File: src/hw/rtl/stk_pkg.sv
// Shared types, codes and default constants for the sorted key table.
package stk_pkg;

  localparam int STK_DEPTH      = 64;
  localparam int STK_KEY_CHARS  = 8;
  localparam int STK_STAMP_BITS = 32;

  // Fixed field widths of the ports.
  localparam int OP_W    = 2;
  localparam int KEY_W   = 64;
  localparam int STAMP_W = 32;
  localparam int CNT_W   = 7;

  localparam logic [CNT_W-1:0] CAP_RESET = 7'd64;

  localparam logic [OP_W-1:0] OP_INSERT = 2'd0;
  localparam logic [OP_W-1:0] OP_REMOVE = 2'd1;
  localparam logic [OP_W-1:0] OP_LOOKUP = 2'd2;

  typedef enum logic [2:0] {
    ST_IDLE,
    ST_INS_RD,
    ST_INS_EV,
    ST_SRC_RD,
    ST_SRC_EV,
    ST_FINISH
  } stk_state_t;

  // Outcome of comparing a stored key with the request key.
  typedef struct packed {
    logic ge;
    logic eq;
  } stk_flags_t;

endpackage

File: src/hw/rtl/stk_alu.sv
// Shared key comparator and table pointer stepper.
module stk_alu
  import stk_pkg::*;
#(
  parameter int KEY_BITS = 64,
  parameter int PTR_W    = 7
) (
  input  logic [KEY_BITS-1:0] entry_key,
  input  logic [KEY_BITS-1:0] req_key,
  input  logic [PTR_W-1:0]    ptr,
  output stk_flags_t          flags,
  output logic [PTR_W-1:0]    ptr_up,
  output logic [PTR_W-1:0]    ptr_dn
);

  // Keys compare as unsigned words, which matches the order of the strings.
  always_comb begin
    flags.ge = (entry_key >= req_key);
    flags.eq = (entry_key == req_key);
  end

  assign ptr_up = ptr + PTR_W'(1);
  assign ptr_dn = ptr - PTR_W'(1);

endmodule

File: config.mk
export PLATFORM = sky130hd
export DESIGN_NAME = stk_alu
export DESIGN_NICKNAME = d
export VERILOG_FILES = /design/src/hw/rtl/stk_pkg.sv /design/src/hw/rtl/stk_alu.sv
export SDC_FILE = /design/constraint.sdc
export NUM_CORES = 1
export LEC_CHECK = 0
export CAP_MARGIN = 40
export CORE_MARGIN = 3
export CORE_UTILIZATION = 60
export DETAILED_ROUTE_END_ITERATION = 10
export DONT_BUFFER_PORTS = 1
export GPL_TIMING_DRIVEN = 0
export PLACE_DENSITY = 0.81
export SLEW_MARGIN = 30
export SYNTH_ARGS = -nofsm -noshare
export SYNTH_HDL_FRONTEND = slang
export SYNTH_SLANG_ARGS = --single-unit
File: constraint.sdc
create_clock -name vclk -period 6.5
set_input_delay 1.3 -clock vclk [all_inputs]
set_output_delay 1.3 -clock vclk [all_outputs]
set_load 0.03 [all_outputs]
## Word-level counts from Yosys, hierarchy flattened

Index checks and enable logic that the tools add are counted.

- Bits in registers: 0
- Input bits: 135
- Output and inout port bits: 16
- Logic and storage cells: 4

- Add/subtract/negate cells: 2
- Order comparisons: 1
- Equal/unequal tests: 1

Operators with widths:

| kind | count |
|---|---|
| $eq 64x64->1 | 1 |
| $ge 64x64->1 | 1 |
| $add 7x1->7 const B | 1 |
| $sub 7x1->7 const B | 1 |

## Depth between registers and ports, before layout

- Depth in word-level cells: 1
- Depth in mapped cells: 7

## Worst setup path after synthesis

No wires, ideal clock.

- Path type: input port to output port
- Start point: in req_key[15]
- End point: out flags[1] (netlist bit)
- Arrival: 3.096 ns
- Required time: 5.200 ns
- Setup slack: 2.104 ns
- Cell stages on the path: 7
- Buffers on the path: 0
- Cell sequence: inv_1 > ha_1 > nand4_1 > or4_1 > or4_1 > nand3_1 > a221o_2

RTL lines:

| item | line | text |
|---|---|---|
| start, declared | stk_alu.sv:9 | `input logic [KEY_BITS-1:0] req_key,` |
| end, declared | stk_alu.sv:11 | `output stk_flags_t flags,` |

==> impl_metrics.py <==
metrics = {
    "synth": {
        "synth_compound_area_share_pct": 16.2,
        "synth.area.top_cells": "ha_1, inv_1, a21oi_1",
        "synthXorXnorAreaFrac_pct": 4.85,
        "yosysMostFrequentCell": "inv_1",
        "synth_cell_types": 30,
        "yosysTopAreaCell": "ha_1",
        "synth_area_um2": 1800,
        "synth_fa_ha_area_share_pct": 45.8,
        "synthSimpleGateAreaFrac_pct": 18.4,
        "yosys-top-cells-count": "inv_1, ha_1, a21oi_1, nand2_1, nand4_1",
        "syn_inst": 255,
        "avgSynthCellArea_um2": 7.08,
        "post-synth-top-area-fraction_pct": 45.8,
        "ys_seq_area_share_pct": 0,
        "synth_top_family_by_area": "adder cells",
        "yosys_warnings": 0,
        "syn-num-nets": 456,
        "synth_mux_area_share_pct": 0,
    },
    "min_path": {
        "hold_end": "ptr_dn[0]",
        "hold_depth": 1,
        "hp-class": "input port to primary output",
        "hp-start": "ptr[0]",
    },
    "layout": {
        "nClkBuffers": 0,
        "syn_to_final_growth_pct": 2.15,
        "diodes": 0,
        "ff_latch_area_um2": 0,
        "fillers": 253,
        "seq_cells": 0,
        "drive_above_1_share_pct": 1.18,
        "final_nets": 458,
    },
    "worst_setup_path": {
        "path_cells": "inv_1 -> ha_1 -> nand4_1 -> or4_1 -> or4_1 -> nand3_1 -> a221o_2",
        "crit_type": "input port to primary output",
        "cp-start-kind": "input port",
        "critPathSlowestCell": "or4_1",
        "cp_data_required_time_ps": 5200,
        "endpoint_kind": "primary output",
        "crit_top_cell": "or4_1",
        "worst_ep_arrival_time_ps": 3230,
        "crit_path_max_incr_delay_ps": 560,
        "cp_max_fo": 3,
    },
    "sta": {
        "tightest_slew_ps": 677,
        "period_needed_ps": 4530,
        "finalMaxSlewViolations": 0,
        "tns_ps": 0,
        "setup_violations": 0,
        "rsz0062_at_grt": "no",
        "setup_ws_ps": 1970,
        "final_hold_viol_count": 0,
        "relSlewSlack_pct": 54.5,
        "fmax_ghz": 0.221,
        "fin_crit_sh_pct": 69.7,
    },
    "flow_run": {
        "drv_cap": 0,
    },
    "global_routing": {
        "overflow": 0,
        "grtUsageTotal_pct": 19.7,
        "antenna_found_initial": 0,
        "grt_pass1_wl_mm": 5.91,
        "grt_pass1_vias": 1577,
        "grt_start_max_net_pins": 7,
    },
    "place": {
        "place_congestion": 0.789,
        "pre_cts_slack_ps": 1970,
        "post-dp-hpwl_mm": 3.87,
        "numPortBuffers": 0,
    },
    "power_and_ir_drop": {
        "cellPowerDensity_nw_per_um2": 60.4,
        "seq_power_share_pct": 0,
        "switching_power_mw": 0.0654,
        "leakagePower_nw": 1.14,
        "clockPowerShare_pct": 0,
        "ir_drop_mv": 0.0300,
        "switching_share_pct": 58.7,
        "power_frac_comb_pct": 100.0,
        "internal-power_mw": 0.0460,
    },
    "drt": {
        "drt-initial-drc-count": 58,
        "wl_per_cell_um": 13.9,
        "firstDrtPassIters": 4,
        "wirelength_mm": 3.98,
        "viasPerCell": 5.78,
        "ant_nets": 0,
        "dr_total_vias": 1653,
        "drc_errors": 0,
    },
    "floorplan": {
        "die-area_um2": 3700,
        "start_util_pct": 64.3,
        "row_count": 19,
        "die_h_um": 60.8,
        "pin_count": 151,
        "dieWidth_um": 60.8,
        "coreArea_um2": 2810,
    },
    "clock_network": {
        "ctsHoldBuffers": 0,
        "post-cts-setup-buffers": 0,
        "cts-resized-gates": 0,
    },
    "outcome": {
        "status": "completed",
    },
}
[cell usage in the layout, fill, tap and decap left out, drive strengths merged]
cell type,count
nor3,6
nand3,8
nor2,7
a2111oi,1
nand4,12
a21oi,20
and2,2
or4,3
o21ai,6
a2bb2oi,1
nor3b,1
inv,68
a221o,3
and4,2
nand2b,2
or2,1
o211ai,1
buf,1
a221oi,4
xor2,7
ha,66
a211oi,2
xnor2,3
clkbuf,1
a21o,4
o21a,1
nand2,17
o221ai,2
and3,3
[routing by layer]
layer	vias up	routed length [um]	global-route usage [%]
li1	883	-	-
met1	695	1490	20.7
met2	75	2150	41.8
met3	0	337	3.40
met4	0	0	0.619
met5	-	0	0
[power groups by stage]
stage / combinational [mW] / sequential (mW) / clock [mW]
final: 0.111 / 0 / 0
after global routing: 0.131 / 0 / 0
after CTS: 0.112 / 0 / 0
after detailed placement: 0.111 / 0 / 0
after global placement: 0.109 / 0 / 0
after floorplan: 0.0940 / 0 / 0
[layout make-up]
type / count / area [um^2] / share of cell area [%]
multi-input cells: 185 / 1540 / 83.4
well taps: 31 / 38.8 / 2.10
plain buffers: 2 / 11.3 / 0.611
inverters: 68 / 255 / 13.8
[worst max path at each step]
stage / start / to / slack (ps)
CTS: req_key[15] / flags[1] / 1960
global route: req_key[15] / flags[1] / 1870
global placement: req_key[15] / flags[1] / 1970
detailed placement: req_key[15] / flags[1] / 1970
finish: req_key[15] / flags[1] / 1970
floorplan: req_key[15] / flags[1] / 2100
[kinds of logic (layout without fill, tap and decap cells)]
logic type / Yosys count / count (layout)
simple gates: 64 / 64
buf+inv: 70 / 70
fa+ha+maj: 66 / 66
xor+xnor: 10 / 10
compound gates: 45 / 45
[stage by stage]
step,power [mW],area (um^2),util (%),hold WS (ps),std cells
5_1_grt,0.131,1840,65.7,2740,286
3_5_place_dp,0.111,1840,65.7,2740,286
4_1_cts,0.112,1840,65.7,2740,286
2_1_floorplan,0.0940,1800,-,2730,255
3_3_place_gp,0.109,1840,65.7,2730,286
6_report,0.111,1840,65.7,2740,286
[worst max-delay path, delay by kind of cell]
kind | cells | cell delay, ps
fa+ha+maj | 1 | 300
compound gates | 1 | 270
buf+inv | 1 | 20
simple gates | 4 | 1340
Power figures use the tool's default switching activity.
