File: config.mk
export PLATFORM = sky130hd
export DESIGN_NAME = stk_ram
export DESIGN_NICKNAME = d
export VERILOG_FILES = /design/src/hw/rtl/stk_pkg.sv /design/src/hw/rtl/stk_ram.sv
export SDC_FILE = /design/constraint.sdc
export NUM_CORES = 1
export LEC_CHECK = 0
export BUFFER_PORTS_ARGS = -buffer_cell sky130_fd_sc_hd__buf_2
export CAP_MARGIN = 20
export CORE_ASPECT_RATIO = 0.75
export CORE_UTILIZATION = 35
export CTS_CLUSTER_DIAMETER = 150
export CTS_CLUSTER_SIZE = 8
export DETAILED_ROUTE_END_ITERATION = 10
export SLEW_MARGIN = 25
export SYNTH_ARGS = -nofsm -noshare
export SYNTH_HDL_FRONTEND = slang
export SYNTH_SLANG_ARGS = --single-unit
export TNS_END_PERCENT = 5
File: constraint.sdc
create_clock -name clk -period 2.6 [get_ports clk]
set_input_delay 0.39 -clock clk [delete_from_list [all_inputs] [get_ports clk]]
set_output_delay 0.39 -clock clk [all_outputs]
set_load 0.01 [all_outputs]
File: src/hw/rtl/stk_pkg.sv
// Shared types, codes and default constants for the sorted key table.
package stk_pkg;

  localparam int STK_DEPTH      = 64;
  localparam int STK_KEY_CHARS  = 8;
  localparam int STK_STAMP_BITS = 32;

  // Fixed field widths of the ports.
  localparam int OP_W    = 2;
  localparam int KEY_W   = 64;
  localparam int STAMP_W = 32;
  localparam int CNT_W   = 7;

  localparam logic [CNT_W-1:0] CAP_RESET = 7'd64;

  localparam logic [OP_W-1:0] OP_INSERT = 2'd0;
  localparam logic [OP_W-1:0] OP_REMOVE = 2'd1;
  localparam logic [OP_W-1:0] OP_LOOKUP = 2'd2;

  typedef enum logic [2:0] {
    ST_IDLE,
    ST_INS_RD,
    ST_INS_EV,
    ST_SRC_RD,
    ST_SRC_EV,
    ST_FINISH
  } stk_state_t;

  // Outcome of comparing a stored key with the request key.
  typedef struct packed {
    logic ge;
    logic eq;
  } stk_flags_t;

endpackage

File: src/hw/rtl/stk_ram.sv
// Generic simple dual-port RAM with a registered read.
module stk_ram
  import stk_pkg::*;
#(
  parameter int WIDTH = 8,
  parameter int DEPTH = 16,
  localparam int AW = $clog2(DEPTH)
) (
  input  logic             clk,
  input  logic             we,
  input  logic [AW-1:0]    waddr,
  input  logic [WIDTH-1:0] wdata,
  input  logic             re,
  input  logic [AW-1:0]    raddr,
  output logic [WIDTH-1:0] rdata
);

  logic [WIDTH-1:0] mem [DEPTH];

  always_ff @(posedge clk) begin
    if (we) begin
      mem[waddr] <= wdata;
    end
    if (re) begin
      rdata <= mem[raddr];
    end
  end

endmodule

# After elaboration in Yosys (flattened, before gate mapping)

Memories as Yosys holds them, arrays and structs flattened. A register that Yosys moved wholly into a read port is not among the register bits.
Cells that the tools add are included.

Register bits after elaboration: 0
Bits in writable memories: 128
Bits of input ports: 19
Output and inout bits: 8
Logic and storage cells: 3
Memories kept: 1

Muxes and demuxes: 2

Memory list:

| name | words | width | rd ports | clocked after memory_dff | write ports | RTL line      | text |
|---|---|---|---|---|---|---|---|
| mem  | 16    | 8     | 1        | 1                        | 1           | stk_ram.sv:18 | `logic [WIDTH-1:0] mem [DEPTH];` |

Operators with widths:

| operator          | number |
|---|---|
| 1-bit two-way mux | 2 |

# Depth between registers and ports, before layout

Word-level depth: 2
Depth in mapped cells: 5

# Worst setup path before layout

Ideal clock, no wire load.

Kind: input to register
From: input waddr[2]
To: memory mem[0][0], enable pin
Arrival: 1.500 ns
Path slack: 0.717 ns
Stages: 2
Path buffers: 0
Cells stage by stage: or3b_2 nor3_1

RTL lines:

| what            | RTL line      | text |
|---|---|---|
| start, declared | stk_ram.sv:11 | `input logic [AW-1:0] waddr,` |
| end, declared   | stk_ram.sv:18 |  |

Straight into the memory's write port.

==> flow_results.org <==
** Global route
- Initial antenna violation count :: 0
- Peak-usage layer in the global routing report :: met1
- Summed over all layers, the global routing overflow is 0.
- The number of global-route vias before repair came to 2510.
- Met1 routing resource usage after global routing :: 21.6%
- Global-route track usage on met3 :: 5.20%
- Across every metal layer, demand over resource in global routing totals 15.1%.
- The first global-routing pass estimated 15.8 mm of wire.
- Entering global routing, the biggest net connects 33 pins.
- Met2 Resource Use GR :: 21.4%

** Synthesis
- Syn nets :: 248
- Mean cell area of the mapped netlist :: 22.8 um^2
- In the synthesized netlist, the number of instances is 229.
- Portion of the post-synthesis area used by sequential elements :: 78.1%
- The synthesized netlist occupies a cell area of 0.00523 mm^2.
- Counting distinct cell types in the post-synthesis netlist gives 18.
- The synthesized design contains 136 register bits.
- During synthesis, Yosys emitted a total of 0 warnings.

** Worst setup path
- The worst setup path is captured at a register.
- Crit path DAT :: 1.88 ns
- Type of the setup path with the least slack :: in2reg
- Worst setup SP type :: input pin
- Data on the critical path is required at its endpoint by 2.74 ns.
- The number of cells on the worst reg-to-reg path is 3.
- In this run the critical register-to-register path is captured at rdata[1].
- Cell with the largest stage delay on the worst path :: sky130_fd_sc_hd__mux4_1
- In this run the worst path has a maximum fanout of 11.
- FF-to-FF setup slack :: 1.08 ns
- Cell class contributing the biggest share of worst-path delay :: multiplexers
- The worst register-to-register path begins at mem[9][1].
- Number of buffers and inverters on the critical path :: 2
- Cell chain of the critical path :: buf_2 -> buf_12 -> mux4_1 -> a22oi_1 -> nand2_1
- The largest single stage delay on the critical path is 0.59 ns.

** STA
- Fin Clk Skew :: 0.0130 ns
- Fin. Hold Viols :: 0
- The routed design could run at a clock period as short as 1.74 ns.
- Final Setup Violations :: 0
- Fmax :: 576 MHz
- Setup repair after global routing left no endpoint under its margin.
- The final-report max-slew violation count was 0.
- Measured against its own limit, the worst slew margin works out to 55.3%.
- In the final timing run, aggregate negative setup slack is 0 ns.
- Crit share post-route :: 66.8%
- Worst Tran Pin Value :: 0.669 ns

** Die
- I/O pin cnt :: 27
- After floorplanning, the core was divided into 38 placement rows.
- Initial Util :: 36.0%
- The die covers 0.0154 mm^2.
- The die is 108 um tall.
- Die Span X :: 143 um
- The core region is 0.0145 mm^2.

** Finish
- Multi-input combinational cell area :: 0.00106 mm^2
- The finished layout holds 494 standard cells, fillers aside.
- ANT cells :: 0
- Leaving out fill and tap cells, the most frequent cells in the layout are sky130_fd_sc_hd__edfxtp_1 (136), sky130_fd_sc_hd__buf_2 (26), sky130_fd_sc_hd__mux4_2 (18).
- The net count of the finished layout is 303.
- From synthesis to final layout, the design area changed by 18.8%.
- Leaving out fill and tap cells, the most frequent cell in the layout is sky130_fd_sc_hd__edfxtp_1.
- Number of fill cells :: 1225
- Layout cell share with drive strength beyond 1 :: 29.3%
- Register area :: 0.00408 mm^2

** Clock network
- Number of buffers between clock root and the deepest sink :: 2
- Clock Sinks :: 136
- Buffers inserted during clock tree synthesis total 17.
- The number of gates resized after CTS was 0.
- In this run the clock root is driven by a sky130_fd_sc_hd__clkbuf_16.
- After clock tree synthesis, the clock-pin slew on the worst setup and hold paths is 0.05 ns.
- Once the clock tree was built, the setup fixing pass inserted 0 buffers.
- H-tree depth :: 4
- Number of buffers added to fix hold violations after cts :: 0
- TritonCTS built the clock tree.
- Clock latency on the worst-skew pair, taken at its later pin, is 0.41 ns.

** Drt
- The count of nets left with antenna violations once routing finished came out at 0.
- Vias :: 2459
- After detailed routing, the number of remaining DRC violations is 0.
- Detailed-router iteration count before antenna repair :: 4
- Routed WL per cell :: 21.5 um
- Number of DRC violations after detailed-routing iteration 0 :: 193
- Total Wirelength :: 10.6 mm
- Via-per-instance ratio :: 4.98

** Worst hold path
- Counting instances, the worst hold path has a depth of 1.
- Source of the worst hold timing path :: re
- Hold Path End :: rdata[7]
- Path type of the worst min-delay path :: in2reg

** Power and ir drop
- Post-route total power :: 4790 uW
- Static power due to leakage :: 0.00207 uW
- Power per standard cell area :: 772 mW/mm^2
- Worst vdd ir :: 0.440 mV

** Place
- Routability-driven placement finished with a final weighted congestion of 0.743.
- Summed over all nets, the half-perimeter wirelength after detailed placement is 6.75 mm.
- Post-placement cell count :: 465
- Port buffering added 26 buffers.

** Flow run
- Max-Cap Viols :: 0

** Status
- Outcome :: complete, no violations
area by class of cell:
class / count / share of cell area (%)
Multi-Input combinational cell: 83 / 17.0
Clock buffer: 22 / 7.15
Clock inverter: 7 / 0.907
Sequential cell: 136 / 65.8
Timing Repair Buffer: 46 / 5.12
Tap cell: 200 / 4.03
synthesized netlist by cell type:
cell type,count,area share [%]
sky130_fd_sc_hd__and2b_1,1,0.14
sky130_fd_sc_hd__clkdlybuf4s25_2,3,0.57
sky130_fd_sc_hd__mux4_1,14,7.0
sky130_fd_sc_hd__nor2b_1,1,0.12
sky130_fd_sc_hd__nor2_1,13,0.93
sky130_fd_sc_hd__nand2_1,9,0.65
sky130_fd_sc_hd__nand2b_1,2,0.24
sky130_fd_sc_hd__buf_2,3,0.29
sky130_fd_sc_hd__buf_4,1,0.14
sky130_fd_sc_hd__and2_1,1,0.12
sky130_fd_sc_hd__nand3_1,1,0.096
sky130_fd_sc_hd__or3b_2,1,0.17
sky130_fd_sc_hd__buf_6,3,0.65
sky130_fd_sc_hd__a22oi_1,16,2.3
sky130_fd_sc_hd__mux4_2,18,7.8
sky130_fd_sc_hd__nor3_1,4,0.38
sky130_fd_sc_hd__nand3b_1,2,0.29
sky130_fd_sc_hd__edfxtp_1,136,78
metrics by stage:
step,worst slack (ns),hold WS [ns],instance area (um^2),util [%]
after floorplan,0.717,0.489,5230,-
after global placement,0.388,0.753,5710,39.4
after detailed placement,0.410,0.753,5710,39.4
after CTS,0.843,0.346,6210,42.8
after global routing,0.800,0.345,6210,42.8
final,0.864,0.365,6210,42.8
per-layer routing:
| layer | share of wire [%] | vias to the layer above | wire [um] |
|---|---|---|---|
| li1 | - | 1092 | - |
| met1 | 49 | 1296 | 5230 |
| met2 | 45 | 67 | 4740 |
| met3 | 5.6 | 4 | 593 |
| met4 | 0.47 | 0 | 50 |
| met5 | 0 | - | 0 |
how the worst max path moves through the flow:
stage	startpoint	to	slack, ns	cells after the start
after floorplan	waddr[2]	mem[0][0]	0.72	2
after global routing	raddr[0]	rdata[1]	0.80	5
final	raddr[0]	rdata[1]	0.86	5
after CTS	raddr[0]	rdata[1]	0.84	5
after detailed placement	raddr[0]	rdata[1]	0.41	5
after global placement	raddr[0]	rdata[1]	0.39	5
flip-flops by register name, indices dropped and copies added (netlist names):
name and count:
mem 128, rdata 8
logic make-up after synthesis:
| group | Yosys count | synth area share, % |
|---|---|---|
| AOI/OAI and AO/OA | 16 | 2.30 |
| and+or+nand+nor | 35 | 3.14 |
| DFF | 136 | 78.1 |
| muxes | 32 | 14.8 |
| buffers and inverters | 10 | 1.65 |
power breakdown:
| part | total (uW) | switching [uW] | internal [uW] |
|---|---|---|---|
| logic | 245 | 145 | 100 |
| registers | 2480 | 11.2 | 2470 |
| clock network | 2070 | 785 | 1280 |
Note: power is estimated with default switching activity, not from simulation.
